===== src/jsd_pkg.sv =====
// ----------------------------------------------------------------------------
// jsd_pkg: shared types and constants for the joint space distance block
// Word widths, the fixed-point pi constant and the sequencer state type.
// ----------------------------------------------------------------------------
package jsd_pkg;

  // Input word width and accumulator width
  localparam int unsigned WORD_W = 32;
  localparam int unsigned ACC_W  = 64;

  // Pi with 60 fraction bits, rounded at elaboration to the working scale
  localparam logic [63:0] PI_Q60 = 64'h3243F6A8885A308D;

  // Sequencer states
  typedef enum logic [3:0] {
    ST_IDLE,
    ST_WRAP,
    ST_MAG,
    ST_MULW,
    ST_RNDW,
    ST_MULS,
    ST_RNDS,
    ST_ACC,
    ST_FIN,
    ST_SQRT,
    ST_OUT
  } jsd_state_e;

endpackage


===== src/jsd_mul.sv =====
// ----------------------------------------------------------------------------
// jsd_mul: shared 32x32 unsigned multiplier
// Product is registered; it is valid in the cycle after the operands.
// ----------------------------------------------------------------------------
module jsd_mul (
  input  logic                            clk_i,
  input  logic [jsd_pkg::WORD_W-1:0]      a_i,
  input  logic [jsd_pkg::WORD_W-1:0]      b_i,
  output logic [2*jsd_pkg::WORD_W-1:0]    p_o
);

  logic [2*jsd_pkg::WORD_W-1:0] p_q;

  // Register the product
  always_ff @(posedge clk_i) begin
    p_q <= (2*jsd_pkg::WORD_W)'(a_i) * (2*jsd_pkg::WORD_W)'(b_i);
  end

  assign p_o = p_q;

endmodule


===== src/jsd_isqrt.sv =====
// ----------------------------------------------------------------------------
// jsd_isqrt: iterative integer square root
// Digit-by-digit root of a 64-bit operand, one result bit per cycle.
// ----------------------------------------------------------------------------
module jsd_isqrt (
  input  logic                            clk_i,
  input  logic                            rst_ni,
  input  logic                            start_i,
  input  logic [jsd_pkg::ACC_W-1:0]       operand_i,
  output logic                            done_o,
  output logic [jsd_pkg::WORD_W-1:0]      root_o
);

  logic                        busy_q;
  logic                        done_q;
  logic [jsd_pkg::ACC_W-1:0]   rem_q;
  logic [jsd_pkg::ACC_W-1:0]   res_q;
  logic [jsd_pkg::ACC_W-1:0]   bit_q;
  logic [jsd_pkg::ACC_W-1:0]   trial;

  assign trial = res_q + bit_q;

  // Control: run until the lowest bit position is done
  always_ff @(posedge clk_i or negedge rst_ni) begin
    if (!rst_ni) begin
      busy_q <= 1'b0;
      done_q <= 1'b0;
    end else begin
      done_q <= 1'b0;
      if (start_i) begin
        busy_q <= 1'b1;
      end else if (busy_q && bit_q[0]) begin
        busy_q <= 1'b0;
        done_q <= 1'b1;
      end
    end
  end

  // Datapath: load, then one compare-subtract per cycle
  always_ff @(posedge clk_i) begin
    if (start_i) begin
      rem_q <= operand_i;
      res_q <= '0;
      bit_q <= jsd_pkg::ACC_W'(1) << (jsd_pkg::ACC_W - 2);
    end else if (busy_q) begin
      if (rem_q >= trial) begin
        rem_q <= rem_q - trial;
        res_q <= (res_q >> 1) + bit_q;
      end else begin
        res_q <= res_q >> 1;
      end
      bit_q <= bit_q >> 2;
    end
  end

  assign done_o = done_q;
  assign root_o = res_q[jsd_pkg::WORD_W-1:0];

endmodule


===== src/joint_space_distance.sv =====
// ----------------------------------------------------------------------------
// joint_space_distance: weighted joint-space Euclidean distance
// Accumulates squared per-joint distances and returns their square root.
// ----------------------------------------------------------------------------
// One joint per input transfer; the block takes one joint at a time and is not
// ready while it works. After the accept, a plain (non-angular) joint passes
// through a magnitude step, a squaring pass through the shared multiplier with
// its rounding step, and an accumulate step. An angular joint adds a weight pass
// with its own rounding step before the square, and an angular circular joint
// first makes four wrap steps. A term that saturates skips the squaring pass.
// The joint marked with tlast adds a check step and, unless the sum is too large
// for the root, a run of the bit-per-cycle square root unit (32 steps and a done
// strobe); then the result waits in the output register until taken.
// The accumulator and overflow flag clear when the result is loaded.
// Positions are signed, weights and the distance unsigned, fixed point with FRAC_BITS fraction bits.
module joint_space_distance #(
  parameter int unsigned FRAC_BITS = 16
) (
  input  logic         clk_i,
  input  logic         rst_ni,
  // tdata, lowest bit up: start_position[31:0], end_position[31:0],
  // joint_weight[31:0]
  input  logic [95:0]  s_axis_tdata_i,
  // tuser, lowest bit up: is_angular, is_circular
  input  logic [1:0]   s_axis_tuser_i,
  input  logic         s_axis_tlast_i,
  input  logic         s_axis_tvalid_i,
  output logic         s_axis_tready_o,
  // tdata, lowest bit up: distance[31:0]
  output logic [31:0]  m_axis_tdata_o,
  // tuser, lowest bit up: overflow
  output logic [0:0]   m_axis_tuser_o,
  output logic         m_axis_tvalid_o,
  input  logic         m_axis_tready_i
);

  localparam int unsigned W  = jsd_pkg::WORD_W;
  localparam int unsigned AW = jsd_pkg::ACC_W;
  localparam int unsigned DW = W + 3;

  localparam logic [63:0] PiFix64 =
    (jsd_pkg::PI_Q60 + (64'd1 << (59 - FRAC_BITS))) >> (60 - FRAC_BITS);
  localparam logic [63:0] TwoPiFix64 =
    (jsd_pkg::PI_Q60 + (64'd1 << (58 - FRAC_BITS))) >> (59 - FRAC_BITS);
  localparam logic signed [DW-1:0] PiFix    = signed'(DW'(PiFix64));
  localparam logic signed [DW-1:0] TwoPiFix = signed'(DW'(TwoPiFix64));
  localparam logic [AW:0]          Half     = (AW+1)'(1) << (FRAC_BITS - 1);

  jsd_pkg::jsd_state_e state_q, state_d;

  logic signed [DW-1:0] d_q;
  logic                 ang_q;
  logic                 circ_q;
  logic                 last_q;
  logic [W-1:0]         wgt_q;
  logic [W-1:0]         mag_q;
  logic [AW-1:0]        term_q;
  logic [AW-1:0]        acc_q;
  logic                 sat_q;
  logic [1:0]           step_q;
  logic [W-1:0]         dist_q;
  logic                 ovf_q;

  logic                 in_xfer;
  logic                 out_xfer;
  logic [W-1:0]         mul_b;
  logic [2*W-1:0]       prod;
  logic                 sqrt_start;
  logic                 sqrt_done;
  logic [W-1:0]         root;

  logic signed [DW-1:0] diff;
  logic [DW-1:0]        d_abs;
  logic [AW:0]          rnd_sum;
  logic [AW:0]          rnd_shift;
  logic [AW:0]          acc_sum;
  logic                 wrap_lo;
  logic                 wrap_hi;
  logic                 root_big;

  assign in_xfer  = s_axis_tvalid_i && s_axis_tready_o;
  assign out_xfer = m_axis_tvalid_o && m_axis_tready_i;

  // Difference of the two positions, sign extended
  assign diff = DW'($signed(s_axis_tdata_i[63:32])) - DW'($signed(s_axis_tdata_i[31:0]));
  assign d_abs = (d_q < 0) ? DW'(-d_q) : DW'(d_q);

  // Wrap tests: first two steps pull up from below -pi, last two pull down
  assign wrap_lo = (step_q[1] == 1'b0) && (d_q < -PiFix);
  assign wrap_hi = (step_q[1] == 1'b1) && (d_q > PiFix);

  // Round-half-up rescale of the registered product
  assign rnd_sum   = {1'b0, prod} + Half;
  assign rnd_shift = rnd_sum >> FRAC_BITS;
  assign acc_sum   = {1'b0, acc_q} + {1'b0, term_q};
  assign root_big  = (acc_q >> (AW - FRAC_BITS)) != '0;

  // Shared units
  jsd_mul u_mul (
    .clk_i (clk_i),
    .a_i   (mag_q),
    .b_i   (mul_b),
    .p_o   (prod)
  );

  jsd_isqrt u_isqrt (
    .clk_i     (clk_i),
    .rst_ni    (rst_ni),
    .start_i   (sqrt_start),
    .operand_i (acc_q << FRAC_BITS),
    .done_o    (sqrt_done),
    .root_o    (root)
  );

  // Next state
  always_comb begin
    state_d = state_q;
    case (state_q)
      jsd_pkg::ST_IDLE: begin
        if (in_xfer) begin
          state_d = (s_axis_tuser_i[0] && s_axis_tuser_i[1]) ? jsd_pkg::ST_WRAP
                                                             : jsd_pkg::ST_MAG;
        end
      end
      jsd_pkg::ST_WRAP: begin
        if (step_q == 2'd3) begin
          state_d = jsd_pkg::ST_MAG;
        end
      end
      jsd_pkg::ST_MAG: begin
        state_d = ang_q ? jsd_pkg::ST_MULW : jsd_pkg::ST_MULS;
      end
      jsd_pkg::ST_MULW: state_d = jsd_pkg::ST_RNDW;
      jsd_pkg::ST_RNDW: begin
        state_d = (rnd_shift[AW:W] != '0) ? jsd_pkg::ST_ACC : jsd_pkg::ST_MULS;
      end
      jsd_pkg::ST_MULS: state_d = jsd_pkg::ST_RNDS;
      jsd_pkg::ST_RNDS: state_d = jsd_pkg::ST_ACC;
      jsd_pkg::ST_ACC: begin
        state_d = last_q ? jsd_pkg::ST_FIN : jsd_pkg::ST_IDLE;
      end
      jsd_pkg::ST_FIN: begin
        state_d = root_big ? jsd_pkg::ST_OUT : jsd_pkg::ST_SQRT;
      end
      jsd_pkg::ST_SQRT: begin
        if (sqrt_done) begin
          state_d = jsd_pkg::ST_OUT;
        end
      end
      jsd_pkg::ST_OUT: begin
        if (out_xfer) begin
          state_d = jsd_pkg::ST_IDLE;
        end
      end
      default: state_d = jsd_pkg::ST_IDLE;
    endcase
  end

  // Sequencer outputs
  always_comb begin
    s_axis_tready_o = 1'b0;
    m_axis_tvalid_o = 1'b0;
    mul_b           = mag_q;
    sqrt_start      = 1'b0;
    case (state_q)
      jsd_pkg::ST_IDLE: s_axis_tready_o = 1'b1;
      jsd_pkg::ST_MULW: mul_b = wgt_q;
      jsd_pkg::ST_FIN:  sqrt_start = !root_big;
      jsd_pkg::ST_OUT:  m_axis_tvalid_o = 1'b1;
      default: begin
        mul_b = mag_q;
      end
    endcase
  end

  // Control registers
  always_ff @(posedge clk_i or negedge rst_ni) begin
    if (!rst_ni) begin
      state_q <= jsd_pkg::ST_IDLE;
      step_q  <= '0;
      acc_q   <= '0;
      sat_q   <= 1'b0;
    end else begin
      state_q <= state_d;
      case (state_q)
        jsd_pkg::ST_IDLE: step_q <= '0;
        jsd_pkg::ST_WRAP: step_q <= step_q + 2'd1;
        jsd_pkg::ST_RNDW: begin
          if (rnd_shift[AW:W] != '0) begin
            sat_q <= 1'b1;
          end
        end
        jsd_pkg::ST_ACC: begin
          if (acc_sum[AW]) begin
            acc_q <= '1;
            sat_q <= 1'b1;
          end else begin
            acc_q <= acc_sum[AW-1:0];
          end
        end
        jsd_pkg::ST_FIN: begin
          // Clear now if the result is final; else clear when the root lands
          if (root_big) begin
            acc_q <= '0;
            sat_q <= 1'b0;
          end
        end
        jsd_pkg::ST_SQRT: begin
          if (sqrt_done) begin
            acc_q <= '0;
            sat_q <= 1'b0;
          end
        end
        default: begin
          step_q <= step_q;
        end
      endcase
    end
  end

  // Payload registers
  always_ff @(posedge clk_i) begin
    case (state_q)
      jsd_pkg::ST_IDLE: begin
        if (in_xfer) begin
          d_q    <= diff;
          ang_q  <= s_axis_tuser_i[0];
          circ_q <= s_axis_tuser_i[1];
          wgt_q  <= s_axis_tdata_i[95:64];
          last_q <= s_axis_tlast_i;
        end
      end
      jsd_pkg::ST_WRAP: begin
        if (circ_q && wrap_lo) begin
          d_q <= d_q + TwoPiFix;
        end else if (circ_q && wrap_hi) begin
          d_q <= d_q - TwoPiFix;
        end
      end
      jsd_pkg::ST_MAG: mag_q <= d_abs[W-1:0];
      jsd_pkg::ST_RNDW: begin
        if (rnd_shift[AW:W] != '0) begin
          term_q <= '1;
        end else begin
          mag_q <= rnd_shift[W-1:0];
        end
      end
      jsd_pkg::ST_RNDS: term_q <= rnd_shift[AW-1:0];
      jsd_pkg::ST_FIN: begin
        if (root_big) begin
          dist_q <= '1;
          ovf_q  <= 1'b1;
        end
      end
      jsd_pkg::ST_SQRT: begin
        if (sqrt_done) begin
          dist_q <= root;
          ovf_q  <= sat_q;
        end
      end
      default: begin
        mag_q <= mag_q;
      end
    endcase
  end

  assign m_axis_tdata_o = dist_q;
  assign m_axis_tuser_o = ovf_q;

endmodule


===== config.mk =====
export PLATFORM = sky130hd
export DESIGN_NAME = joint_space_distance
export DESIGN_NICKNAME = d
export VERILOG_FILES = /design/src/jsd_pkg.sv /design/src/jsd_mul.sv /design/src/jsd_isqrt.sv /design/src/joint_space_distance.sv
export SDC_FILE = /design/constraint.sdc
export NUM_CORES = 2
export LEC_CHECK = 0
export ABC_AREA = 0
export BUFFER_PORTS_ARGS = -buffer_cell sky130_fd_sc_hd__buf_2
export CAP_MARGIN = 20
export CORE_AREA = 2 2 442 444
export DETAILED_ROUTE_END_ITERATION = 6
export DIE_AREA = 0 0 444 446
export GPL_TIMING_DRIVEN = 0
export HOLD_SLACK_MARGIN = 0.08
export PLACE_DENSITY_LB_ADDON = 0.08
export SLEW_MARGIN = 20
export SYNTH_ARGS = -nofsm -noshare
export SYNTH_HDL_FRONTEND = slang
export SYNTH_SLANG_ARGS = --single-unit

===== constraint.sdc =====
create_clock -name clk_i -period 8.9 [get_ports clk_i]
set_clock_uncertainty 0.1 [all_clocks]
set_input_delay 1.78 -clock clk_i [delete_from_list [all_inputs] [get_ports clk_i]]
set_output_delay 1.78 -clock clk_i [all_outputs]
set_load 0.01 [all_outputs]

[After elaboration in Yosys (flattened, before gate mapping)]
Cells that the tools add are included.
Word-level totals
  register bits after elaboration: 496
  latch bits: 0
  bits in writable memories: 0
  memory bits (read-only): 0
  output and inout port bits: 35
  logic and storage cells: 134
  memories: 0
Cells by class
  $add $sub $neg: 10
  $mul: 1
  divide/modulo/power cells: 0
  magnitude comparators: 4
  eq/ne operators: 20
  shift operators: 0
  mux-type cells: 47
  bitwise gates (word level): 1
  reductions and logical operators: 31
Operator list (number)
  $mux 64: 8
  $pmux 64 s3: 1
  $mux 32: 5
  $pmux 32 s2: 2
  $pmux 64 s2: 1
  $mux 35: 3
  $pmux 35 s2: 1
  $add 64x16->65 const B: 1
  $add 64x64->65: 1
  $add 63x63->64: 1
  $add 64x63->64: 1
  $ge 64x64->1: 1
  $mul 32x32->64: 1
  $reduce_bool 64->1: 1
  $sub 64x64->64: 1
  $pmux 4 s11: 1
  $add 35x20->35 const B: 1
  $gt 35x19->1 const B: 1
  $lt 35x1->1 const B: 1
  $lt 35x19->1 const B: 1
  $sub 35x20->35 const B: 1
  $reduce_bool 33->1: 1
  $sub 32x32->33: 1
  $neg 32->32: 1
  other kinds (27): 76

[Depth between registers and ports, before layout]
  depth after elaboration: 6
  mapped depth: 35
  depth with buffers taken out: 32

[By module]
From an unflattened synthesis, not the netlist that was laid out.
Second synthesis, totals
  cells, all modules: 7818
  area total of the unflattened synthesis: 68852.3 um2
By module, submodules not included
  jsd_mul: times used 1, cells each 3769, area an instance 34573.2 um2
  joint_space_distance: times used 1, cells each 2080, area an instance 19003.2 um2
  jsd_isqrt: times used 1, cells each 1969, area an instance 15275.9 um2

[Worst setup path after synthesis]
Ideal clock, no wire load.
  kind: reg-to-reg
  from: register state_q[3]
  to: register u_mul.p_q (netlist bit u_mul.p_o[58])
  library setup time: 0.091 ns
  arrival: 8.235 ns
  data required time: 8.709 ns
  path slack: 0.474 ns
  stages on the path, launching flop included: 35
  buffers on the path: 4
  path through: dfrtp_1 clkbuf_1 or3_1 clkbuf_1 clkbuf_1 nand2_1 nand2_1 clkbuf_1 and2_1 fa_1 inv_1 fa_1 inv_1 fa_1 inv_1 fa_1 inv_1 fa_1 fa_1 fa_1 inv_1 fa_1 inv_1 ha_1 a21o_1 a21o_1 a21o_1 a211oi_1 o21ai_0 a31oi_1 a21oi_2 a22oi_1 o31ai_4 a22o_1 a311oi_1
Between the ends
  cells in the longest elaborated chain, start to end: 3
Ends and longest elaborated chain
  start: declaration: line joint_space_distance.sv:49  | jsd_pkg::jsd_state_e state_q, state_d;
  start signal: assignment: line joint_space_distance.sv:179  | state_q <= jsd_pkg::ST_IDLE;
  start signal: assignment: line joint_space_distance.sv:184  | state_q <= state_d;
  $eq 4x2->1: line joint_space_distance.sv:165  | case (state_q)
  $mux 32: line joint_space_distance.sv:165
  $mul 32x32->64: line jsd_mul.sv:16  | p_q <= (2*jsd_pkg::WORD_W)'(a_i) * (2*jsd_pkg::WORD_W)'(b_i);
  end signal: assignment: line jsd_mul.sv:16
  end: declaration: line jsd_mul.sv:12  | logic [2*jsd_pkg::WORD_W-1:0] p_q;
Every way passes these cells.
A chain may end at the register's enable or synchronous reset.

[Worst setup path after layout]
  from: register mag_q[16]
  to: register u_mul.p_q (netlist bit u_mul.p_o[54])
Between the ends
  cells in the longest elaborated chain, start to end: 2
Ends and longest elaborated chain
  start: declaration: line joint_space_distance.sv:56  | logic [W-1:0] mag_q;
  start signal: assignment: line joint_space_distance.sv:240  | jsd_pkg::ST_MAG: mag_q <= d_abs[W-1:0];
  start signal: assignment: line joint_space_distance.sv:245  | mag_q <= rnd_shift[W-1:0];
  start signal: assignment: line joint_space_distance.sv:262  | mag_q <= mag_q;
  $mux 32: line joint_space_distance.sv:165
  $mul 32x32->64 (*): line jsd_mul.sv:16
Mark *: on every way between the ends. The rest lies on a longest branch, timed or not.

==> results.json <==
{
  "die_w_um": 444,
  "worstHoldStart": "u_isqrt.rem_q[15]$_SDFFE_PP0P_",
  "clockBufferDepth": 3,
  "placed_area_um2": 71300,
  "core_um2": 194000,
  "synth_ff_type": "edfxtp_1",
  "pin_count": 138,
  "max-slew-margin-rel_pct": 20.6,
  "gp_congestion": 0.974,
  "cp_slowest_stage_delay_ps": 930,
  "finalSetupViolations": 5,
  "fillers": 19700,
  "die_area_um2": 198000,
  "hold_viol": 0,
  "netlist_instances": 7647,
  "drv_cap": 0,
  "synth_compound_area_share_pct": 13.8,
  "worst-path-max-fanout": 10,
  "cts-htree-levels": 2,
  "rr_startpoint": "mag_q[16]$_DFFE_PP_",
  "synth_fa_ha_area_share_pct": 36.5,
  "cp_top_family": "adder cells",
  "grt_max_degree": 56,
  "drv_slew": 0,
  "grt_pass1_wl_um": 395000,
  "pre_cts_slack_ps": -3310,
  "cp_slowest_cell": "clkbuf_1",
  "hpwl_um": 218000,
  "clock_sinks": 467,
  "rsz0062_at_grt": "true",
  "core.rowCount": 162,
  "drive_above_1_share_pct": 8.03,
  "status": "finished, violations left",
  "track_usage_pct": 27.1,
  "worstSetupEndpointType": "flip-flop",
  "yosys.cell_types.count": 105,
  "cts_tree": "yes",
  "final_util_pct": 39.2,
  "clkTransAtPathRegs_ps": 70,
  "drtIter0Drc": 4057,
  "ys_ff_latch": 467,
  "insertion_delay_ps": 730,
  "synth_top_family_by_area": "adder cells",
  "clock-root-buffer": "clkbuf_16",
  "synth_edf_count": 233,
  "fin_crit_ps": 8990,
  "vias": 56500,
  "cp_common_cell": "fa_1",
  "synthesis.area_um2": 67200,
  "crit_arrival_ps": 9470,
  "vias_per_cell": 5.36,
  "avgRoutedWirePerCell_um": 25.5,
  "worstMarginPinSlew_ps": 1190,
  "grt_overflow": 0,
  "worstSetupStartpointType": "flip-flop",
  "start_util_pct": 34.7,
  "port_buffers": 137,
  "ys_seq_area_share_pct": 17.9,
  "violations": "negative setup slack",
  "syn_to_final_growth_pct": 12.9,
  "ant_nets": 0,
  "avgSynthCellArea_um2": 8.79,
  "path_class": "reg2reg",
  "holdWs_ps": 358,
  "fmax_mhz": 111,
  "required_ps": 9380,
  "syn_nets": 9172,
  "worstPathCellList": "clkbuf_1, nand2_1, fa_1, fa_1, inv_1, fa_1, fa_2, fa_2, fa_1, fa_1, inv_1, fa_1, inv_1, ha_4, nand4_1, nor4_4, buf_6, o211ai_1, buf_4, a21oi_4, a22oi_2, o31ai_4, a41oi_2, xnor2_1",
  "fin_crit_sh_pct": 101,
  "cp-startpoint": "mag_q[16]$_DFFE_PP_",
  "nNetsFinal": 9442,
  "die_h_um": 446,
  "fin_area_um2": 75900,
  "synth_xor_area_share_pct": 5.11,
  "setup_ws_ps": -89.9,
  "worstPathBufferInverterCount": 6,
  "yosys_warnings": 0,
  "holdCritPathClass": "reg2reg",
  "yosys.area_share.simple_pct": 17.8,
  "cts_buffers": 60,
  "async_flop_share_pct": 15.6,
  "antenna_found_initial": 24,
  "synthMuxAreaShare_pct": 0.815,
  "drc": 0,
  "grt_pass1_vias": 58400,
  "drt-total-wl_um": 269000,
  "first_pass_iters": 6
}
-- worst paths after layout --
path,depth (start not counted),slack [ps],to
setup / recovery,24,-90,u_mul.p_o[54]$_DFF_P_
max in group asynchronous,2,7140,acc_q[3]$_DFFE_PN0P_
hold / removal,2,360,u_isqrt.rem_q[15]$_SDFFE_PP0P_
hold reg to reg,2,360,u_isqrt.rem_q[15]$_SDFFE_PP0P_
min in group asynchronous,1,900,step_q[1]$_DFFE_PN0P_
setup reg to reg,24,-90,u_mul.p_o[54]$_DFF_P_
-- cells by family after synthesis --
group                      Yosys count
and+or+nand+nor                   2408
AOI/OAI and AO/OA                 1460
buffers and inverters             1444
adders and majority gates         1422
DFF                                467
xor gates and xnor gates           392
muxes                               54
-- stage by stage --
step | instances | setup TNS, ps
after floorplan | 7647 | 0
after global placement | 10300 | -161090
after detailed placement | 10300 | -108500
after CTS | 10500 | -9.08
after global routing | 10500 | -2950
final | 10500 | -205
-- timing repair --
item / CTS / global route
pin swaps: 50 / 57
setup buffers: 39 / 21
gates cloned: 4 / 1
resized for setup: 372 / 128
hold buffers: 0 / 0
endpoints found under the setup margin: 49 / 72
-- layout by cell type (no fill, tap or decap), types with 72 or more instances in the layout --
cell type | synthesis | routed
nand2_1 | 935 | 894
o21ai_0 | 242 | 237
dfxtp_1 | 161 | 161
clkbuf_1 | 371 | 272
clkbuf_16 | 0 | 92
edfxtp_1 | 233 | 233
xnor2_1 | 232 | 232
nand3_1 | 92 | 92
a21o_1 | 159 | 159
inv_1 | 1046 | 1039
a31oi_1 | 137 | 133
nand4_1 | 80 | 80
dfrtp_1 | 73 | 72
nor2_1 | 307 | 305
ha_1 | 523 | 505
buf_2 | 9 | 151
nand2b_1 | 77 | 76
xor2_1 | 160 | 159
and2_1 | 635 | 632
fa_1 | 899 | 873
a21oi_1 | 436 | 431
-- worst min-delay path, stage by stage (launching register included) --
cell and delay, ps:
dfxtp_1 310, nand2_1 50, a21oi_1 50
-- layout make-up --
cell class / count / area [um2] / share of cell area [%]
clock inverters: 37 / 467 / 0.615
multi-input cells: 5737 / 50500 / 66.6
repair buffers: 211 / 1450 / 1.91
diodes: 18 / 45.0 / 0.0593
well taps: 2542 / 3180 / 4.19
flip-flops and latches: 467 / 12000 / 15.9
plain buffers: 394 / 2590 / 3.42
inverters: 1046 / 3930 / 5.17
clock buffers: 77 / 1670 / 2.20
-- routing by layer --
layer | part of all wire (%) | vias up | global-route usage, %
li1 | - | 25700 | -
met5 | 0.0048 | - | 0
met1 | 44 | 28500 | 36.1
met4 | 5.4 | 2 | 12.3
met3 | 5.6 | 440 | 3.58
met2 | 45 | 1740 | 43.7
-- registers in the layout, summed over array words and instances, names as in the netlist, 2 cells and up --
name / flops
u_isqrt.res_q: 64
u_isqrt.rem_q: 64
u_mul.p_o: 49
m_axis_tdata_o: 32
u_isqrt.bit_q: 32
acc_q: 64
d_q: 35
state_q: 4
mag_q: 32
step_q: 2
term_q: 50
wgt_q: 32
-- cells in the mapped netlist (161+ instances only) --
cell	count	area (um2)
a21oi_1	436	2180
and2_1	635	3970
clkbuf_1	371	1390
dfxtp_1	161	3220
edfxtp_1	233	7000
fa_1	899	18000
ha_1	523	6540
inv_1	1046	3930
nand2_1	935	3510
nor2_1	307	1150
o21ai_0	242	1210
xnor2_1	232	2030
Power is not shown: default switching activity piles up to over one toggle a cycle in this logic, so the estimate is an artifact.
